===== src/hw/rtl/aars_pkg.sv =====
// ----------------------------------------------------------------------------
// aars_pkg
// Types and fixed widths shared by the area average row scaler modules.
// ----------------------------------------------------------------------------
package aars_pkg;

  localparam int PIX_W       = 8;
  localparam int COL_W       = 12;
  localparam int CNT_W       = 13;
  localparam int SCALE_W     = 17;
  localparam int RESULT_CAP  = 64;
  localparam int CAP_W       = 7;
  localparam int PADDR_W     = 3;
  localparam int PDATA_W     = 32;
  localparam int QUEUE_DEPTH = 2;
  localparam int QPTR_W      = 1;

  // Register index, taken from paddr above the byte offset
  localparam logic [PADDR_W-3:0] REG_SCALE = 1'b0;
  localparam logic [PADDR_W-3:0] REG_WIDTH = 1'b1;

  localparam logic [CNT_W-1:0] WIDTH_RESET = 13'd1;

  typedef enum logic {
    KIND_PIXEL,
    KIND_ROW_END
  } item_kind_t;

  typedef enum logic [1:0] {
    ST_IDLE,
    ST_CLOSE,
    ST_STRETCH,
    ST_FINISH
  } back_state_t;

  typedef struct packed {
    logic [PIX_W-1:0] red;
    logic [PIX_W-1:0] green;
    logic [PIX_W-1:0] blue;
    item_kind_t       kind;
  } queue_item_t;

  typedef struct packed {
    logic [PIX_W-1:0] red;
    logic [PIX_W-1:0] green;
    logic [PIX_W-1:0] blue;
    logic [COL_W-1:0] column;
  } result_t;

  typedef struct packed {
    logic push;
    logic finish;
    logic row_end;
  } res_ctrl_t;

endpackage


===== src/hw/rtl/area_average_row_scaler_core.sv =====
// ----------------------------------------------------------------------------
// area_average_row_scaler_core
// Horizontal area-average resampler for one RGB row at a time, with APB
// registers for scale factor and output width.
//
//   Channel   Handshake             Payload
//   input     in_valid / in_stall   in_red, in_green, in_blue, row_last
//   output    out_valid / out_stall out_red, out_green, out_blue,
//                                   out_column, run_last, row_end
//   config    APB (psel, penable)   paddr, pwdata, prdata
//
// An item is popped, closes the output columns its fraction fills and folds
// the remainder; a row-end item then stretches its last pixel to the width.
// The shared multiply-accumulate in the sequencer does this, one column per
// cycle unless stalled. A two-entry queue takes input while the sequencer runs.
// Reset is synchronous: scale 1.0, width 1, row state empty, no sweep.
// Output stall holds the sequencer once its result stage is full.
// ----------------------------------------------------------------------------
module area_average_row_scaler_core import aars_pkg::*; #(
  parameter int MAX_WIDTH  = 4096,
  parameter int SCALE_BITS = 12
) (
  input  logic               clk,
  input  logic               rst,
  input  logic               in_valid,
  output logic               in_stall,
  input  logic [PIX_W-1:0]   in_red,
  input  logic [PIX_W-1:0]   in_green,
  input  logic [PIX_W-1:0]   in_blue,
  input  logic               row_last,
  output logic               out_valid,
  input  logic               out_stall,
  output logic [PIX_W-1:0]   out_red,
  output logic [PIX_W-1:0]   out_green,
  output logic [PIX_W-1:0]   out_blue,
  output logic [COL_W-1:0]   out_column,
  output logic               run_last,
  output logic               row_end,
  input  logic               psel,
  input  logic               penable,
  input  logic               pwrite,
  input  logic [PADDR_W-1:0] paddr,
  input  logic [PDATA_W-1:0] pwdata,
  output logic [PDATA_W-1:0] prdata,
  output logic               pready
);

  localparam logic [SCALE_W-1:0] ScaleReset = SCALE_W'(1 << SCALE_BITS);

  logic [SCALE_W-1:0] scale_factor;
  logic [CNT_W-1:0]   output_width;
  logic               cfg_write;
  logic               head_valid;
  queue_item_t        head;
  logic               pop;
  result_t            res;
  res_ctrl_t          ctrl;
  logic               slot_ok;

  assign pready    = 1'b1;
  assign cfg_write = psel && penable && pwrite && pready;

  always_ff @(posedge clk) begin
    if (rst) begin
      scale_factor <= ScaleReset;
      output_width <= WIDTH_RESET;
    end else if (cfg_write) begin
      unique case (paddr[PADDR_W-1:2])
        REG_SCALE: scale_factor <= pwdata[SCALE_W-1:0];
        REG_WIDTH: output_width <= pwdata[CNT_W-1:0];
        default:   ;
      endcase
    end
  end

  always_comb begin
    unique case (paddr[PADDR_W-1:2])
      REG_SCALE: prdata = PDATA_W'(scale_factor);
      REG_WIDTH: prdata = PDATA_W'(output_width);
      default:   prdata = '0;
    endcase
  end

  aars_front u_front (
    .clk       (clk),
    .rst       (rst),
    .in_valid  (in_valid),
    .in_stall  (in_stall),
    .in_red    (in_red),
    .in_green  (in_green),
    .in_blue   (in_blue),
    .row_last  (row_last),
    .head_valid(head_valid),
    .head      (head),
    .pop       (pop)
  );

  aars_back #(
    .MAX_WIDTH (MAX_WIDTH),
    .SCALE_BITS(SCALE_BITS)
  ) u_back (
    .clk         (clk),
    .rst         (rst),
    .scale_factor(scale_factor),
    .output_width(output_width),
    .head_valid  (head_valid),
    .head        (head),
    .pop         (pop),
    .res         (res),
    .ctrl        (ctrl),
    .slot_ok     (slot_ok)
  );

  aars_out u_out (
    .clk       (clk),
    .rst       (rst),
    .res       (res),
    .ctrl      (ctrl),
    .slot_ok   (slot_ok),
    .out_valid (out_valid),
    .out_stall (out_stall),
    .out_red   (out_red),
    .out_green (out_green),
    .out_blue  (out_blue),
    .out_column(out_column),
    .run_last  (run_last),
    .row_end   (row_end)
  );

endmodule


===== src/hw/rtl/aars_front.sv =====
// ----------------------------------------------------------------------------
// aars_front
// Accepts input pixels, tags each as mid-row or row end, and queues them
// for the back-end sequencer.
// ----------------------------------------------------------------------------
module aars_front import aars_pkg::*; (
  input  logic             clk,
  input  logic             rst,
  input  logic             in_valid,
  output logic             in_stall,
  input  logic [PIX_W-1:0] in_red,
  input  logic [PIX_W-1:0] in_green,
  input  logic [PIX_W-1:0] in_blue,
  input  logic             row_last,
  output logic             head_valid,
  output queue_item_t      head,
  input  logic             pop
);

  queue_item_t       mem [QUEUE_DEPTH];
  logic [QPTR_W-1:0] wr_ptr;
  logic [QPTR_W-1:0] rd_ptr;
  logic [QPTR_W:0]   count;
  logic              push;
  queue_item_t       item;

  assign in_stall   = (count == (QPTR_W+1)'(QUEUE_DEPTH));
  assign push       = in_valid && !in_stall;
  assign head_valid = (count != '0);
  assign head       = mem[rd_ptr];

  always_comb begin
    item.red   = in_red;
    item.green = in_green;
    item.blue  = in_blue;
    item.kind  = row_last ? KIND_ROW_END : KIND_PIXEL;
  end

  always_ff @(posedge clk) begin
    if (push) begin
      mem[wr_ptr] <= item;
    end
  end

  always_ff @(posedge clk) begin
    if (rst) begin
      wr_ptr <= '0;
      rd_ptr <= '0;
      count  <= '0;
    end else begin
      if (push) begin
        wr_ptr <= wr_ptr + QPTR_W'(1);
      end
      if (pop) begin
        rd_ptr <= rd_ptr + QPTR_W'(1);
      end
      unique case ({push, pop})
        2'b10:   count <= count + (QPTR_W+1)'(1);
        2'b01:   count <= count - (QPTR_W+1)'(1);
        default: count <= count;
      endcase
    end
  end

endmodule


===== src/hw/rtl/aars_out.sv =====
// ----------------------------------------------------------------------------
// aars_out
// Result stage: holds the newest column until the next one or the end of
// the item shows whether it closes the run, then registers it onto the port.
// ----------------------------------------------------------------------------
module aars_out import aars_pkg::*; (
  input  logic             clk,
  input  logic             rst,
  input  result_t          res,
  input  res_ctrl_t        ctrl,
  output logic             slot_ok,
  output logic             out_valid,
  input  logic             out_stall,
  output logic [PIX_W-1:0] out_red,
  output logic [PIX_W-1:0] out_green,
  output logic [PIX_W-1:0] out_blue,
  output logic [COL_W-1:0] out_column,
  output logic             run_last,
  output logic             row_end
);

  logic    pend_valid;
  result_t pend;
  logic    out_free;
  logic    load_out;

  assign out_free = !out_valid || !out_stall;
  assign slot_ok  = !pend_valid || out_free;
  assign load_out = pend_valid && (ctrl.push || ctrl.finish);

  always_ff @(posedge clk) begin
    if (rst) begin
      pend_valid <= 1'b0;
      out_valid  <= 1'b0;
    end else begin
      if (ctrl.push) begin
        pend_valid <= 1'b1;
      end else if (ctrl.finish) begin
        pend_valid <= 1'b0;
      end
      if (load_out) begin
        out_valid <= 1'b1;
      end else if (!out_stall) begin
        out_valid <= 1'b0;
      end
    end
  end

  always_ff @(posedge clk) begin
    if (ctrl.push) begin
      pend <= res;
    end
    if (load_out) begin
      out_red    <= pend.red;
      out_green  <= pend.green;
      out_blue   <= pend.blue;
      out_column <= pend.column;
      run_last   <= ctrl.finish;
      row_end    <= ctrl.finish && ctrl.row_end;
    end
  end

endmodule


===== src/hw/rtl/aars_back.sv =====
// ----------------------------------------------------------------------------
// aars_back
// Sequencer: closes one output column per cycle unless stalled, through a
// shared multiply-accumulate, folds the remainder into the accumulators, and
// on a row end stretches the last pixel toward the output width.
// ----------------------------------------------------------------------------
module aars_back import aars_pkg::*; #(
  parameter int MAX_WIDTH  = 4096,
  parameter int SCALE_BITS = 12
) (
  input  logic               clk,
  input  logic               rst,
  input  logic [SCALE_W-1:0] scale_factor,
  input  logic [CNT_W-1:0]   output_width,
  input  logic               head_valid,
  input  queue_item_t        head,
  output logic               pop,
  output result_t            res,
  output res_ctrl_t          ctrl,
  input  logic               slot_ok
);

  localparam int SumW  = SCALE_BITS + PIX_W;
  localparam int FracW = SCALE_BITS + 1;
  localparam int TotW  = SumW + 1;
  localparam logic [FracW-1:0] FullFrac = {1'b1, {SCALE_BITS{1'b0}}};
  localparam logic [FracW-1:0] HalfFrac = {2'b01, {(SCALE_BITS-1){1'b0}}};

  back_state_t        state;
  back_state_t        state_next;
  logic [PIX_W-1:0]   pix [3];
  logic               last_r;
  logic [SCALE_W-1:0] left;
  logic [FracW-1:0]   fill;
  logic [SumW-1:0]    sum [3];
  logic [CNT_W-1:0]   columns_done;
  logic [CAP_W-1:0]   n_res;

  logic [CNT_W-1:0]   wlim;
  logic               can_close;
  logic               emit_open;
  logic               emit;
  logic               advance;
  logic [FracW-1:0]   frac;
  logic [FracW-1:0]   bias;
  logic [TotW-1:0]    prod  [3];
  logic [TotW-1:0]    total [3];

  // Datapath: one column close, stretch column or remainder fold per cycle unless stalled
  always_comb begin
    if (int'(output_width) > MAX_WIDTH) begin
      wlim = CNT_W'(MAX_WIDTH);
    end else begin
      wlim = output_width;
    end
    can_close = (left >= SCALE_W'(fill));
    emit_open = (columns_done < wlim) && (n_res < CAP_W'(RESULT_CAP));
    frac = (state == ST_CLOSE && !can_close) ? left[FracW-1:0] : fill;
    bias = (state == ST_STRETCH) ? HalfFrac : '0;
    for (int c = 0; c < 3; c++) begin
      prod[c]  = TotW'(frac) * TotW'(pix[c]);
      total[c] = TotW'(sum[c]) + prod[c] + TotW'(bias);
    end
    res.red    = total[0][SCALE_BITS+PIX_W-1:SCALE_BITS];
    res.green  = total[1][SCALE_BITS+PIX_W-1:SCALE_BITS];
    res.blue   = total[2][SCALE_BITS+PIX_W-1:SCALE_BITS];
    res.column = columns_done[COL_W-1:0];
  end

  always_comb begin
    state_next = state;
    unique case (state)
      ST_IDLE: begin
        if (head_valid) state_next = ST_CLOSE;
      end
      ST_CLOSE: begin
        if (!can_close) state_next = last_r ? ST_STRETCH : ST_FINISH;
      end
      ST_STRETCH: begin
        if (!emit_open) state_next = ST_FINISH;
      end
      ST_FINISH: begin
        if (slot_ok) state_next = ST_IDLE;
      end
      default: state_next = ST_IDLE;
    endcase
  end

  always_comb begin
    pop          = (state == ST_IDLE) && head_valid;
    emit         = ((state == ST_CLOSE && can_close) || state == ST_STRETCH) && emit_open;
    advance      = !emit || slot_ok;
    ctrl.push    = emit && slot_ok;
    ctrl.finish  = (state == ST_FINISH) && slot_ok;
    ctrl.row_end = last_r;
  end

  always_ff @(posedge clk) begin
    if (rst) begin
      state <= ST_IDLE;
    end else if (advance) begin
      state <= state_next;
    end
  end

  always_ff @(posedge clk) begin
    if (pop) begin
      pix[0] <= head.red;
      pix[1] <= head.green;
      pix[2] <= head.blue;
    end
  end

  always_ff @(posedge clk) begin
    if (rst) begin
      last_r       <= 1'b0;
      left         <= '0;
      fill         <= FullFrac;
      columns_done <= '0;
      n_res        <= '0;
      for (int c = 0; c < 3; c++) sum[c] <= '0;
    end else if (pop) begin
      last_r <= (head.kind == KIND_ROW_END);
      left   <= scale_factor;
      n_res  <= '0;
    end else if (state == ST_CLOSE && advance) begin
      if (can_close) begin
        // Column full: close it, accumulators restart
        left <= left - SCALE_W'(fill);
        fill <= FullFrac;
        for (int c = 0; c < 3; c++) sum[c] <= '0;
        if (emit) begin
          columns_done <= columns_done + CNT_W'(1);
          n_res        <= n_res + CAP_W'(1);
        end
      end else begin
        fill <= fill - left[FracW-1:0];
        for (int c = 0; c < 3; c++) sum[c] <= total[c][SumW-1:0];
      end
    end else if (state == ST_STRETCH && advance) begin
      fill <= FullFrac;
      for (int c = 0; c < 3; c++) sum[c] <= '0;
      if (emit_open) begin
        columns_done <= columns_done + CNT_W'(1);
        n_res        <= n_res + CAP_W'(1);
      end else begin
        // Row done: start the next one empty
        columns_done <= '0;
      end
    end
  end

endmodule


===== config.mk =====
export PLATFORM = sky130hd
export DESIGN_NAME = area_average_row_scaler_core
export DESIGN_NICKNAME = d
export VERILOG_FILES = /design/src/hw/rtl/aars_pkg.sv /design/src/hw/rtl/area_average_row_scaler_core.sv /design/src/hw/rtl/aars_front.sv /design/src/hw/rtl/aars_out.sv /design/src/hw/rtl/aars_back.sv
export SDC_FILE = /design/constraint.sdc
export NUM_CORES = 1
export LEC_CHECK = 0
export ABC_CLOCK_PERIOD_IN_PS = 7000
export BUFFER_PORTS_ARGS = -buffer_cell sky130_fd_sc_hd__buf_4
export CORE_UTILIZATION = 57
export CTS_CLUSTER_DIAMETER = 120
export DETAILED_ROUTE_END_ITERATION = 8
export PLACE_DENSITY_LB_ADDON = 0.25
export SLEW_MARGIN = 20
export SYNTH_ARGS = -nofsm -noshare
export SYNTH_HDL_FRONTEND = slang
export SYNTH_HIERARCHICAL = 1
export SYNTH_SLANG_ARGS = --single-unit

===== constraint.sdc =====
create_clock -name clk -period 7 [get_ports clk]
set_input_delay 1.4 -clock clk [delete_from_list [all_inputs] [get_ports clk]]
set_output_delay 1.4 -clock clk [all_outputs]
set_load 0.05 [all_outputs]

==> results.py <==
metrics = {
    "floorplanning": {
        "num_rows": 76,
        "die-area_um2": 44700,
        "die_x_um": 211,
        "start_util": 0.579,
        "die_y_um": 211,
        "coreArea_um2": 43200,
        "ios": 140,
    },
    "global_route": {
        "grt-ovfl-total": 0,
        "grt_pass1_vias": 19000,
        "grt_usage": 0.282,
        "grt_max_degree": 82,
        "antenna_found_initial": 1,
        "grt_pass1_wl_um": 97900,
    },
    "setup_path": {
        "path_max_fanout": 6,
        "critPathCaptureType": "flop",
        "worstPathArrival_ps": 7520,
        "crit_type": "reg -> reg",
        "reg2reg_slack_ps": -220,
        "worst-path-buf-inv": 7,
        "slowest_stage": "fa_2",
        "cpMostUsedCell": "ha_4",
        "cp.required_ps": 7310,
        "start_kind": "flop",
        "slowest_delay_ps": 570,
        "cpLargestDelayFamily": "adder cells",
    },
    "sta": {
        "maxSlewHeadroom": 0.253,
        "clock-skew-final_ps": 23.0,
        "hold_slack_ps": 418,
        "worstMarginPinSlew_ps": 1120,
        "fin_crit_sh": 1.03,
        "setup_viol": 17,
        "max_freq_mhz": 139,
        "finalCriticalPeriod_ps": 7220,
        "maxSlewViolCount": 0,
        "hold_violations": 0,
        "setup_ws_ps": -219,
        "rsz0062_at_grt": "true",
    },
    "synth": {
        "synth_top_flop_cell": "edfxtp_1",
        "synth_edf_count": 208,
        "ys_seq_area_frac": 0.322,
        "yosysWarnings": 6,
        "synthArstFlopShare": 0,
        "syn-cell-area_um2": 25000,
        "postSynthAreaPerCell_um2": 10.4,
        "synthesis.instances": 2409,
        "yosysUniqueCellTypes": 75,
        "ys_ff_latch": 298,
    },
    "routing": {
        "drc": 0,
        "wl_per_cell_um": 18.7,
        "ant_nets": 0,
        "vias_per_cell": 5.47,
        "routed_wl_um": 62000,
        "dr.pass1.iters": 5,
        "drt-met1-wl_um": 25900,
        "highest_layer": "met4",
        "met3_length_um": 3890,
        "first_iter_violations": 1155,
        "vias": 18100,
        "met2_length_um": 30200,
    },
    "clock_tree": {
        "clock-root-buffer": "clkbuf_16",
        "clkSlewWorstSetupHoldPaths_ps": 60,
        "clock_sinks": 298,
        "cts_hold_buf": 0,
        "clock_latency_ps": 570,
        "htreeDepth": 2,
        "cts_made_buffers": 36,
        "clockBufferDepth": 3,
        "cts_tree": "built",
    },
    "place": {
        "hpwlAfterDp_um": 43900,
        "place_ws_ps": -606,
        "dpl_cell_area_um2": 27600,
        "gp_congestion": 0.892,
        "io_buffers": 106,
    },
    "layout": {
        "nNetsFinal": 3218,
        "final_area_um2": 30800,
        "layout-drive-gt1-share": 0.257,
        "n_antenna_cell": 0,
        "synthToLayoutAreaGrowth_pct": 23.4,
    },
    "min_path": {
        "hold_class": "reg -> reg",
    },
    "outcome": {
        "violations": "setup timing",
        "status": "finished, violations left",
    },
    "run": {
        "drv_cap": 0,
    },
}
## Yosys cell counts (all sizes together) (48+ instances only)
cell type | instances | area share
nand2 | 186 | 0.028
xnor2 | 48 | 0.017
fa | 257 | 0.21
dfxtp | 90 | 0.072
inv | 391 | 0.059
ha | 198 | 0.099
nand2b | 58 | 0.015
buf | 96 | 0.026
clkbuf | 55 | 0.0086
edfxtp | 208 | 0.25
and2 | 228 | 0.057
a21oi | 66 | 0.013
nor2 | 94 | 0.014
## layout make-up
class	instances	area (um2)
multi-input cells	1583	16000
fillers	3022	12300
flip-flops and latches	298	8060
repair buffers	385	3360
inverters	392	1470
clock buffers	42	943
well taps	585	732
clock inverters	23	267
## sequential cells by signal (all words and copies together), names as in the netlist, 2 cells and up, named ones only
signal / cells
u_out/pend: 36
u_back/state: 2
u_back/sum: 60
u_out/out_column: 12
u_front/mem: 50
u_back/left: 17
output_width: 13
u_front/count: 2
u_back/n_res: 7
u_back/pix: 24
u_out/out_red: 8
u_back/columns_done: 13
scale_factor: 17
u_back/fill: 13
u_out/out_blue: 8
u_out/out_green: 8
## metrics by stage
stage / setup TNS (ps) / cells / util
after global routing: -6890 / 3308 / 0.714
after detailed placement: -11850 / 3178 / 0.640
after global placement: -9110 / 3178 / 0.640
final: -1820 / 3308 / 0.714
after floorplan: 0 / 2423 / -
after CTS: -2090 / 3281 / 0.695
## repair_timing
item                       in CTS  in global routing
setup endpoints to repair      38                 40
gates cloned                    3                  2
setup buffers                  35                 25
resized for setup             143                105
pin swaps                      81                 74
## layer usage
metal | track usage | vias up
met1 | 0.379 | 9043
met5 | 0 | -
met2 | 0.469 | 579
met4 | 0.0987 | 0
met3 | 0.0360 | 127
li1 | - | 8333
## worst paths after layout
check | depth (start not counted) | startpoint | endpoint
worst max-delay path | 29 | u_back/left[6] | u_back/sum[0][19]
worst max register to register | 29 | u_back/left[6] | u_back/sum[0][19]
worst min-delay path | 0 | u_out/pend[25] | u_out/out_green[5]
worst min register to register | 0 | u_out/pend[25] | u_out/out_green[5]
## logic make-up (layout without fill, tap and decap cells)
logic type | Yosys count | count (layout) | synth area share
mux | 81 | 81 | 0.0345
xor+xnor | 76 | 76 | 0.0266
flops | 298 | 298 | 0.322
buf+inv | 543 | 842 | 0.0937
compound gates | 249 | 250 | 0.0692
simple gates | 705 | 705 | 0.149
fa+ha+maj | 455 | 455 | 0.305
other cells | 2 | 16 | 0.000301
## layout by cell type, fill, tap and decap left out, drive strengths merged, types with 41 or more instances in the layout
master    n
a21oi    66
and2    228
buf     383
clkbuf   44
dfxtp    90
edfxtp  208
fa      257
ha      198
inv     397
mux2i    41
nand2   186
nand2b   58
nor2     94
o21ai    47
xnor2    48
Power is left out: the tool's default activity adds up to more than one toggle a clock period on the data nets, which glitch-free logic cannot reach.
